## config.mk

```make
export PLATFORM = sky130hd
export DESIGN_NAME = base64_stream_encoder
export DESIGN_NICKNAME = d
export VERILOG_FILES = /design/src/rtl/b64enc_pkg.sv /design/src/rtl/b64enc_front.sv /design/src/rtl/b64enc_fifo.sv /design/src/rtl/b64enc_back.sv /design/src/rtl/base64_stream_encoder.sv
export VERILOG_INCLUDE_DIRS = /design/src /design/src/rtl
export SDC_FILE = /design/constraint.sdc
export NUM_CORES = 1
export LEC_CHECK = 0
export BUFFER_PORTS_ARGS = -buffer_cell sky130_fd_sc_hd__buf_2
export CAP_MARGIN = 15
export CORE_MARGIN = 1.5
export CORE_UTILIZATION = 56
export CTS_BUF_LIST = sky130_fd_sc_hd__clkbuf_4 sky130_fd_sc_hd__clkbuf_8 sky130_fd_sc_hd__clkbuf_16
export DETAILED_ROUTE_END_ITERATION = 8
export HOLD_SLACK_MARGIN = 0.08
export PLACE_DENSITY = 0.75
export SYNTH_ARGS = -nofsm -noshare
export SYNTH_HDL_FRONTEND = slang
export SYNTH_HIERARCHICAL = 1
export SYNTH_SLANG_ARGS = --single-unit
```

## constraint.sdc

```tcl
create_clock -name clk -period 3 [get_ports clk]
set_input_delay 0 -clock clk [delete_from_list [all_inputs] [get_ports clk]]
set_output_delay 0 -clock clk [all_outputs]
set_load 0.005 [all_outputs]
```

## src/rtl/assert_macros.svh

```systemverilog
// ----------------------------------------------------------------------------
// assert_macros.svh
// Assertion helpers shared by the encoder RTL.
// ----------------------------------------------------------------------------
`ifndef ASSERT_MACROS_SVH
`define ASSERT_MACROS_SVH

// Clocked check that is switched off while reset is held.
`define ASSERT_CLK(name, clk, rst_n, prop, msg) \
  name: assert property (@(posedge clk) disable iff (!rst_n) prop) \
    else $error(msg);

// Clocked check that also holds during reset.
`define ASSERT_ALWAYS(name, clk, prop, msg) \
  name: assert property (@(posedge clk) prop) \
    else $error(msg);

`endif

```

## src/rtl/b64enc_pkg.sv

```systemverilog
// ----------------------------------------------------------------------------
// b64enc_pkg
// Types, constants and the alphabet lookup of the base64 stream encoder.
// ----------------------------------------------------------------------------
package b64enc_pkg;

  // Character constants of the standard alphabet.
  localparam logic [7:0] CHAR_UPPER_A = 8'h41;
  localparam logic [7:0] CHAR_LOWER_A = 8'h61;
  localparam logic [7:0] CHAR_DIGIT_0 = 8'h30;
  localparam logic [7:0] CHAR_PLUS    = 8'h2B;
  localparam logic [7:0] CHAR_SLASH   = 8'h2F;
  localparam logic [7:0] PAD_CHAR     = 8'h3D;

  // Number of six-bit slots one input byte can produce.
  localparam int unsigned SLOTS = 4;

  // Position within the current three-byte group.
  typedef enum logic [1:0] {
    PH_0 = 2'd0,
    PH_1 = 2'd1,
    PH_2 = 2'd2
  } b64_phase_t;

  // One input request.
  typedef struct packed {
    logic [7:0] data_byte;
    logic       final_byte;
  } b64_in_t;

  // One result request.
  typedef struct packed {
    logic [7:0] out_char;
    logic       run_last;
    logic       message_end;
  } b64_out_t;

  // Work handed from the front end to the back end for one input byte.
  typedef struct packed {
    logic [SLOTS-1:0][5:0] code;     // six-bit symbols, slot 0 first
    logic [SLOTS-1:0]      pad;      // slot is '=' padding
    logic [1:0]            last_idx; // index of the final slot
    logic                  fin;      // byte closed the message
  } b64_job_t;

  // Map a six-bit symbol to its ASCII character.
  function automatic logic [7:0] sym2char(input logic [5:0] six);
    logic [7:0] s;
    s = {2'b00, six};
    if (six < 6'd26) begin
      return 8'(CHAR_UPPER_A + s);
    end else if (six < 6'd52) begin
      return 8'(CHAR_LOWER_A + s - 8'd26);
    end else if (six < 6'd62) begin
      return 8'(CHAR_DIGIT_0 + s - 8'd52);
    end else if (six == 6'd62) begin
      return CHAR_PLUS;
    end else begin
      return CHAR_SLASH;
    end
  endfunction

endpackage

```

## src/rtl/b64enc_front.sv

```systemverilog
// ----------------------------------------------------------------------------
// b64enc_front
// Takes input bytes, tracks the group position and leftover bits, and turns
// each byte into a job of one to four symbol slots.
// ----------------------------------------------------------------------------
`include "assert_macros.svh"

module b64enc_front (
  input  logic                 clk,
  input  logic                 rst_n,
  input  logic                 accept,
  input  b64enc_pkg::b64_in_t  in_data,
  output b64enc_pkg::b64_job_t job
);

  b64enc_pkg::b64_phase_t phase_r, phase_nxt;
  logic [3:0]             carry_r, carry_nxt;
  logic [7:0]             b;

  assign b = in_data.data_byte;

  // Next group position and leftover bits.
  always_comb begin
    phase_nxt = phase_r;
    carry_nxt = carry_r;
    if (accept) begin
      unique case (phase_r)
        b64enc_pkg::PH_1: begin
          phase_nxt = b64enc_pkg::PH_2;
          carry_nxt = b[3:0];
        end
        b64enc_pkg::PH_2: begin
          phase_nxt = b64enc_pkg::PH_0;
          carry_nxt = 4'd0;
        end
        default: begin
          phase_nxt = b64enc_pkg::PH_1;
          carry_nxt = {2'b00, b[1:0]};
        end
      endcase
      // A final byte always returns the encoder to its starting state.
      if (in_data.final_byte) begin
        phase_nxt = b64enc_pkg::PH_0;
        carry_nxt = 4'd0;
      end
    end
  end

  // Symbol slots produced by the current byte.
  always_comb begin
    job          = '0;
    job.fin      = in_data.final_byte;
    unique case (phase_r)
      b64enc_pkg::PH_1: begin
        job.code[0] = {carry_r[1:0], b[7:4]};
        if (in_data.final_byte) begin
          job.code[1]  = {b[3:0], 2'b00};
          job.pad[2]   = 1'b1;
          job.last_idx = 2'd2;
        end
      end
      b64enc_pkg::PH_2: begin
        job.code[0]  = {carry_r[3:0], b[7:6]};
        job.code[1]  = b[5:0];
        job.last_idx = 2'd1;
      end
      default: begin
        job.code[0] = b[7:2];
        if (in_data.final_byte) begin
          job.code[1]  = {b[1:0], 4'b0000};
          job.pad[2]   = 1'b1;
          job.pad[3]   = 1'b1;
          job.last_idx = 2'd3;
        end
      end
    endcase
  end

  // State registers.
  always_ff @(posedge clk) begin
    if (!rst_n) begin
      phase_r <= b64enc_pkg::PH_0;
      carry_r <= 4'd0;
    end else begin
      phase_r <= phase_nxt;
      carry_r <= carry_nxt;
    end
  end

  `ASSERT_CLK(a_final_restarts, clk, rst_n, (accept && in_data.final_byte) |=> (phase_r == b64enc_pkg::PH_0 && carry_r == 4'd0), "final byte did not restart the group")
  `ASSERT_CLK(a_phase2_from_phase1, clk, rst_n, (phase_r == b64enc_pkg::PH_2 && $past(phase_r) != b64enc_pkg::PH_2) |-> $past(phase_r) == b64enc_pkg::PH_1, "group position skipped a byte")
  `ASSERT_CLK(a_carry_narrow_ph1, clk, rst_n, (phase_r == b64enc_pkg::PH_1) |-> carry_r[3:2] == 2'b00, "stray leftover bits after first byte")

endmodule

```

## src/rtl/b64enc_fifo.sv

```systemverilog
// ----------------------------------------------------------------------------
// b64enc_fifo
// Short job queue between the front end and the back end.
// ----------------------------------------------------------------------------
`include "assert_macros.svh"

module b64enc_fifo #(
  parameter int unsigned DEPTH = 2  // at least 2
) (
  input  logic                 clk,
  input  logic                 rst_n,
  input  logic                 push,
  input  b64enc_pkg::b64_job_t wr_job,
  output logic                 full,
  input  logic                 pop,
  output b64enc_pkg::b64_job_t rd_job,
  output logic                 empty
);

  localparam int unsigned PTR_W = $clog2(DEPTH);
  localparam int unsigned CNT_W = $clog2(DEPTH + 1);

  b64enc_pkg::b64_job_t mem_r [DEPTH];
  logic [PTR_W-1:0]     wr_ptr_r, wr_ptr_nxt;
  logic [PTR_W-1:0]     rd_ptr_r, rd_ptr_nxt;
  logic [CNT_W-1:0]     count_r, count_nxt;
  logic                 do_push, do_pop;

  assign full    = (count_r == CNT_W'(DEPTH));
  assign empty   = (count_r == '0);
  assign do_push = push && !full;
  assign do_pop  = pop && !empty;
  assign rd_job  = mem_r[rd_ptr_r];

  // Pointer and occupancy update.
  always_comb begin
    wr_ptr_nxt = wr_ptr_r;
    rd_ptr_nxt = rd_ptr_r;
    count_nxt  = count_r;
    if (do_push) begin
      wr_ptr_nxt = (wr_ptr_r == PTR_W'(DEPTH - 1)) ? '0 : wr_ptr_r + 1'b1;
    end
    if (do_pop) begin
      rd_ptr_nxt = (rd_ptr_r == PTR_W'(DEPTH - 1)) ? '0 : rd_ptr_r + 1'b1;
    end
    if (do_push && !do_pop) begin
      count_nxt = count_r + 1'b1;
    end else if (do_pop && !do_push) begin
      count_nxt = count_r - 1'b1;
    end
  end

  always_ff @(posedge clk) begin
    if (!rst_n) begin
      wr_ptr_r <= '0;
      rd_ptr_r <= '0;
      count_r  <= '0;
    end else begin
      wr_ptr_r <= wr_ptr_nxt;
      rd_ptr_r <= rd_ptr_nxt;
      count_r  <= count_nxt;
    end
  end

  // Job storage, no reset needed.
  always_ff @(posedge clk) begin
    if (do_push) begin
      mem_r[wr_ptr_r] <= wr_job;
    end
  end

  `ASSERT_CLK(a_count_bound, clk, rst_n, count_r <= CNT_W'(DEPTH), "queue occupancy beyond depth")
  `ASSERT_CLK(a_pop_drains, clk, rst_n, (do_pop && !do_push) |=> count_r == $past(count_r) - 1'b1, "pop did not lower occupancy")

endmodule

```

## src/rtl/b64enc_back.sv

```systemverilog
// ----------------------------------------------------------------------------
// b64enc_back
// Walks the slots of the job at the queue head into the output register,
// one character per cycle while that register is free or being popped.
// ----------------------------------------------------------------------------
`include "assert_macros.svh"

module b64enc_back (
  input  logic                 clk,
  input  logic                 rst_n,
  input  b64enc_pkg::b64_job_t job,
  input  logic                 job_empty,
  output logic                 job_pop,
  output b64enc_pkg::b64_out_t out_data,
  output logic                 out_empty,
  input  logic                 out_pop
);

  logic [1:0]           idx_r, idx_nxt;
  logic                 out_valid_r, out_valid_nxt;
  b64enc_pkg::b64_out_t out_data_r, out_data_nxt;
  logic                 advance;
  logic                 slot_last;

  // A slot moves when there is work and the output register is free or draining.
  assign advance   = !job_empty && (!out_valid_r || out_pop);
  assign slot_last = (idx_r == job.last_idx);
  assign job_pop   = advance && slot_last;
  assign out_data  = out_data_r;
  assign out_empty = !out_valid_r;

  // Slot counter and output register next values.
  always_comb begin
    idx_nxt       = idx_r;
    out_valid_nxt = out_valid_r;
    out_data_nxt  = out_data_r;
    if (advance) begin
      idx_nxt       = slot_last ? 2'd0 : idx_r + 2'd1;
      out_valid_nxt = 1'b1;
      out_data_nxt.out_char    = job.pad[idx_r] ? b64enc_pkg::PAD_CHAR
                                                : b64enc_pkg::sym2char(job.code[idx_r]);
      out_data_nxt.run_last    = slot_last;
      out_data_nxt.message_end = slot_last && job.fin;
    end else if (out_pop) begin
      out_valid_nxt = 1'b0;
    end
  end

  always_ff @(posedge clk) begin
    if (!rst_n) begin
      idx_r       <= 2'd0;
      out_valid_r <= 1'b0;
    end else begin
      idx_r       <= idx_nxt;
      out_valid_r <= out_valid_nxt;
    end
  end

  // Result payload, no reset needed.
  always_ff @(posedge clk) begin
    out_data_r <= out_data_nxt;
  end

  `ASSERT_CLK(a_idx_in_job, clk, rst_n, !job_empty |-> idx_r <= job.last_idx, "slot index past end of job")
  `ASSERT_CLK(a_end_is_last, clk, rst_n, (out_valid_r && out_data_r.message_end) |-> out_data_r.run_last, "message end on a non-final character")
  `ASSERT_CLK(a_idle_idx, clk, rst_n, job_empty |-> idx_r == 2'd0, "slot index left over with no job")

endmodule

```

## src/rtl/base64_stream_encoder.sv

```systemverilog
// Streaming base64 encoder (standard alphabet, '=' padding). Each input
// request carries one message byte and a flag for the last byte; each byte
// yields one to four characters on the result side: one in the first two
// positions of a group, two in the third, and up to four on a final byte
// (padding included). The back end emits one character per cycle from the
// job at the head of the queue while the output register is free or being
// popped. A byte's job passes through the job queue and then the output
// register before its first character appears. run_last marks the last
// character of each byte and message_end the last character of the
// message; an empty message gives nothing.
// ----------------------------------------------------------------------------
// base64_stream_encoder
// Top level: front end, job queue and character back end.
// ----------------------------------------------------------------------------
module base64_stream_encoder #(
  parameter int unsigned JOB_DEPTH = 2
) (
  input  logic                 clk,
  input  logic                 rst_n,
  input  logic                 in_push,
  input  b64enc_pkg::b64_in_t  in_data,
  output logic                 in_full,
  output logic                 out_empty,
  output b64enc_pkg::b64_out_t out_data,
  input  logic                 out_pop
);

  b64enc_pkg::b64_job_t front_job;
  b64enc_pkg::b64_job_t head_job;
  logic                 accept;
  logic                 q_full, q_empty, q_pop;

  assign in_full = q_full;
  assign accept  = in_push && !q_full;

  b64enc_front u_front (
    .clk     (clk),
    .rst_n   (rst_n),
    .accept  (accept),
    .in_data (in_data),
    .job     (front_job)
  );

  b64enc_fifo #(
    .DEPTH (JOB_DEPTH)
  ) u_fifo (
    .clk    (clk),
    .rst_n  (rst_n),
    .push   (accept),
    .wr_job (front_job),
    .full   (q_full),
    .pop    (q_pop),
    .rd_job (head_job),
    .empty  (q_empty)
  );

  b64enc_back u_back (
    .clk       (clk),
    .rst_n     (rst_n),
    .job       (head_job),
    .job_empty (q_empty),
    .job_pop   (q_pop),
    .out_data  (out_data),
    .out_empty (out_empty),
    .out_pop   (out_pop)
  );

endmodule
```

==> flow_summary.json <==
{
  "setup_tns_ns": 0,
  "via_count": 2525,
  "cts_made_buffers": 9,
  "avgSynthCellArea_um2": 13.5,
  "finalPower_mw": 3.97,
  "slew_violations": 0,
  "grt_setup_unrepaired": "false",
  "slowest_stage": "mux4_2",
  "die_width_um": 90.1,
  "n_fill_cell": 563,
  "finalNonFillerCells": 462,
  "drtAntennaViolNets": 0,
  "coreArea_um2": 7290,
  "worst_path_largest_cell_delay_ns": 0.58,
  "hold_violations": 0,
  "ctsRootBufferMaster": "clkbuf_8",
  "crit_type": "reg2reg",
  "path_delay_family": "multiplexers",
  "yosys_warnings": 6,
  "crit_arrival_ns": 2.95,
  "holdPathStages": 3,
  "overflow": 0,
  "num_rows": 31,
  "synth_edf_count": 72,
  "drive_gt1_share_pct": 28.1,
  "hpwlAfterDp_um": 4810,
  "ios": 25,
  "clock_path_buffers": 2,
  "hold_end": "u_fifo/mem_r[0][11]$_DFFE_PP_",
  "period_minus_slack_ns": 2.85,
  "portBuffers": 24,
  "dr.pass1.iters": 4,
  "drt-total-wl_um": 7320,
  "cp_num_buf_inv": 2,
  "gp_congestion": 0.879,
  "die_h_um": 90.1,
  "rr_worst_depth": 8,
  "slew_headroom_pct": 59.2,
  "wire_per_inst_um": 15.8,
  "worstMarginPinSlew_ns": 0.612,
  "skew_ns": 0.0130,
  "grt_pass1_wl_um": 12100,
  "nets": 380,
  "hold_start": "in_data[7]",
  "p_leak_nw": 1.71,
  "cp-end-kind": "flop",
  "min_path_type": "in2reg",
  "min_period_over_period_pct": 95.0,
  "p_per_area_nw_per_um2": 834,
  "antenna_cells": 0,
  "cp_max_fo": 23,
  "yosysSeqAreaShare_pct": 57.5,
  "fmax_ghz": 0.351,
  "drv_cap": 0,
  "synth_seq_cells": 86,
  "place_inst": 428,
  "status": "finished, final reports clean",
  "r2r_setup_slack_ns": 0.15,
  "synthesis.area_um2": 4250,
  "fin_ws_ns": 0.150,
  "async_flop_share_pct": 0,
  "tritoncts": "built",
  "required_ns": 3.10,
  "path_cells": "buf_12 -> buf_4 -> mux2_2 -> mux4_2 -> a21o_1 -> a221oi_2 -> o221ai_2 -> a211o_1",
  "hold_ws_ns": 0.0960,
  "htreeDepth": 3,
  "areaGrowthSynthToFinish_pct": 12.0,
  "vias_per_cell": 5.47,
  "antenna_found_initial": 0,
  "initial_core_util_pct": 58.3,
  "drc": 0,
  "synth_ff_type": "edfxtp_1",
  "clock-sinks": 86,
  "place_ws_ns": 0.104,
  "grt_usage_pct": 19.1,
  "syn_inst": 314,
  "dieArea_um2": 8120,
  "drt_iter0_drc": 133,
  "grt_max_degree": 33,
  "finalSetupViolCount": 0,
  "timing.rr.end": "u_back/out_data[5]$_SDFFCE_PP1P_",
  "ys_types": 53,
  "clk_pin_slew_ns": 0.08,
  "ir_worst_vdd_mv": 0.484,
  "grt_pass1_vias": 2498,
  "clk_latency_ns": 0.35,
  "cp-start-kind": "flop"
}
cells by family after synthesis:
group                    count (synthesis)  share of synthesized area (%)
other                                    1                         0.0883
flip-flops                              86                           57.5
XOR/XNOR                                 6                           1.24
buffers and inverters                   40                           5.92
adder cells (fa/ha/maj)                  9                           2.65
AO/OA/AOI/OAI                           56                           9.66
multiplexers                            40                           12.6
AND/OR/NAND/NOR                         76                           10.4
worst max-delay path by stage:
| stage | slack (ns) | startpoint | endpoint | cells past startpoint |
|---|---|---|---|---|
| final | 0.15 | flop | u_back/out_data[5]$_SDFFCE_PP1P_ | 8 |
| after global routing | 0.03 | flop | u_back/out_data[5]$_SDFFCE_PP1P_ | 9 |
| after CTS | 0.09 | flop | u_back/out_data[5]$_SDFFCE_PP1P_ | 9 |
| after detailed placement | 0.10 | flop | u_back/out_data[5]$_SDFFCE_PP1P_ | 9 |
| after global placement | 0.17 | flop | u_back/out_data[5]$_SDFFCE_PP1P_ | 8 |
| after floorplan | 0.22 | flop | u_back/out_data[5]$_SDFFCE_PP1P_ | 8 |
power by group:
part	leakage, nW	switching, mW	internal (mW)
clock network	0.0953	0.378	0.327
registers	0.788	0.0922	1.63
logic	0.829	0.849	0.695
total	1.71	1.32	2.65
sequential cells by signal (all words and copies together), names as in the netlist, named ones only:
signal / cells
u_fifo/count_r: 2
u_back/out_data: 10
u_fifo/mem_r: 62
u_fifo/rd_ptr_r: 1
u_back/idx_r: 2
u_front/phase_r: 2
u_front/carry_r: 4
u_back/out_valid_r: 1
u_fifo/wr_ptr_r: 1
stage by stage:
step                utilization, %  instance area (µm²)
finish                        65.3                 4760
global placement              60.4                 4410
CTS                           65.1                 4750
global route                  65.3                 4760
detailed placement            60.4                 4410
floorplan                        -                 4300
synth_stat cells (4+ instances only):
library cell,number,area [µm²]
a21oi_1,4,20.0
nor2_1,10,37.5
a22oi_1,8,60.1
dfxtp_1,14,280
edfxtp_1,72,2160
mux2_2,32,360
mux4_2,5,113
xor2_1,4,35.0
a32oi_1,4,35.0
buf_2,9,45.0
nand2b_1,7,43.8
ha_1,9,113
nand3b_1,9,67.6
nand2_1,17,63.8
inv_1,9,33.8
and2_1,8,50.1
o21ai_0,17,85.1
buf_4,18,135
a21boi_0,4,30.0
metal layers:
metal  track usage (%)  routed length, µm
met4              9.13                128
met5                 0                  0
met2              30.7               3570
met3              3.64                246
met1              25.0               3370
tightest hold or removal path, cell delays in order:
cell and delay [ns]:
buf_2 0.12, nand2_1 0.05, o21ai_0 0.13
cell usage in the layout, fill, tap and decap left out, types with 10 or more instances in the layout:
master,netlist,routed
edfxtp_1,72,72
mux2_2,32,32
buf_2,9,24
dlygate4sd3_1,0,17
o21ai_0,17,17
nand2_1,17,17
dfxtp_1,14,14
conb_1,1,14
nor2_1,10,10
timing repair:
action	CTS	global route
endpoints found under the setup margin	0	2
hold buffers	17	0
hold endpoints to repair	34	0
gates resized for setup	0	3
buffers inserted	0	1
layout make-up:
class | instances | area [µm²] | share of cell area, %
multi-input combinational | 201 | 1620 | 34.0
timing repair buffer | 50 | 370 | 7.78
tap | 99 | 124 | 2.60
inverter | 10 | 37.5 | 0.789
clock inverter | 4 | 22.5 | 0.473
sequential | 86 | 2440 | 51.3
clock buffer | 12 | 146 | 3.08
Note: power is estimated with default switching activity, not from simulation.
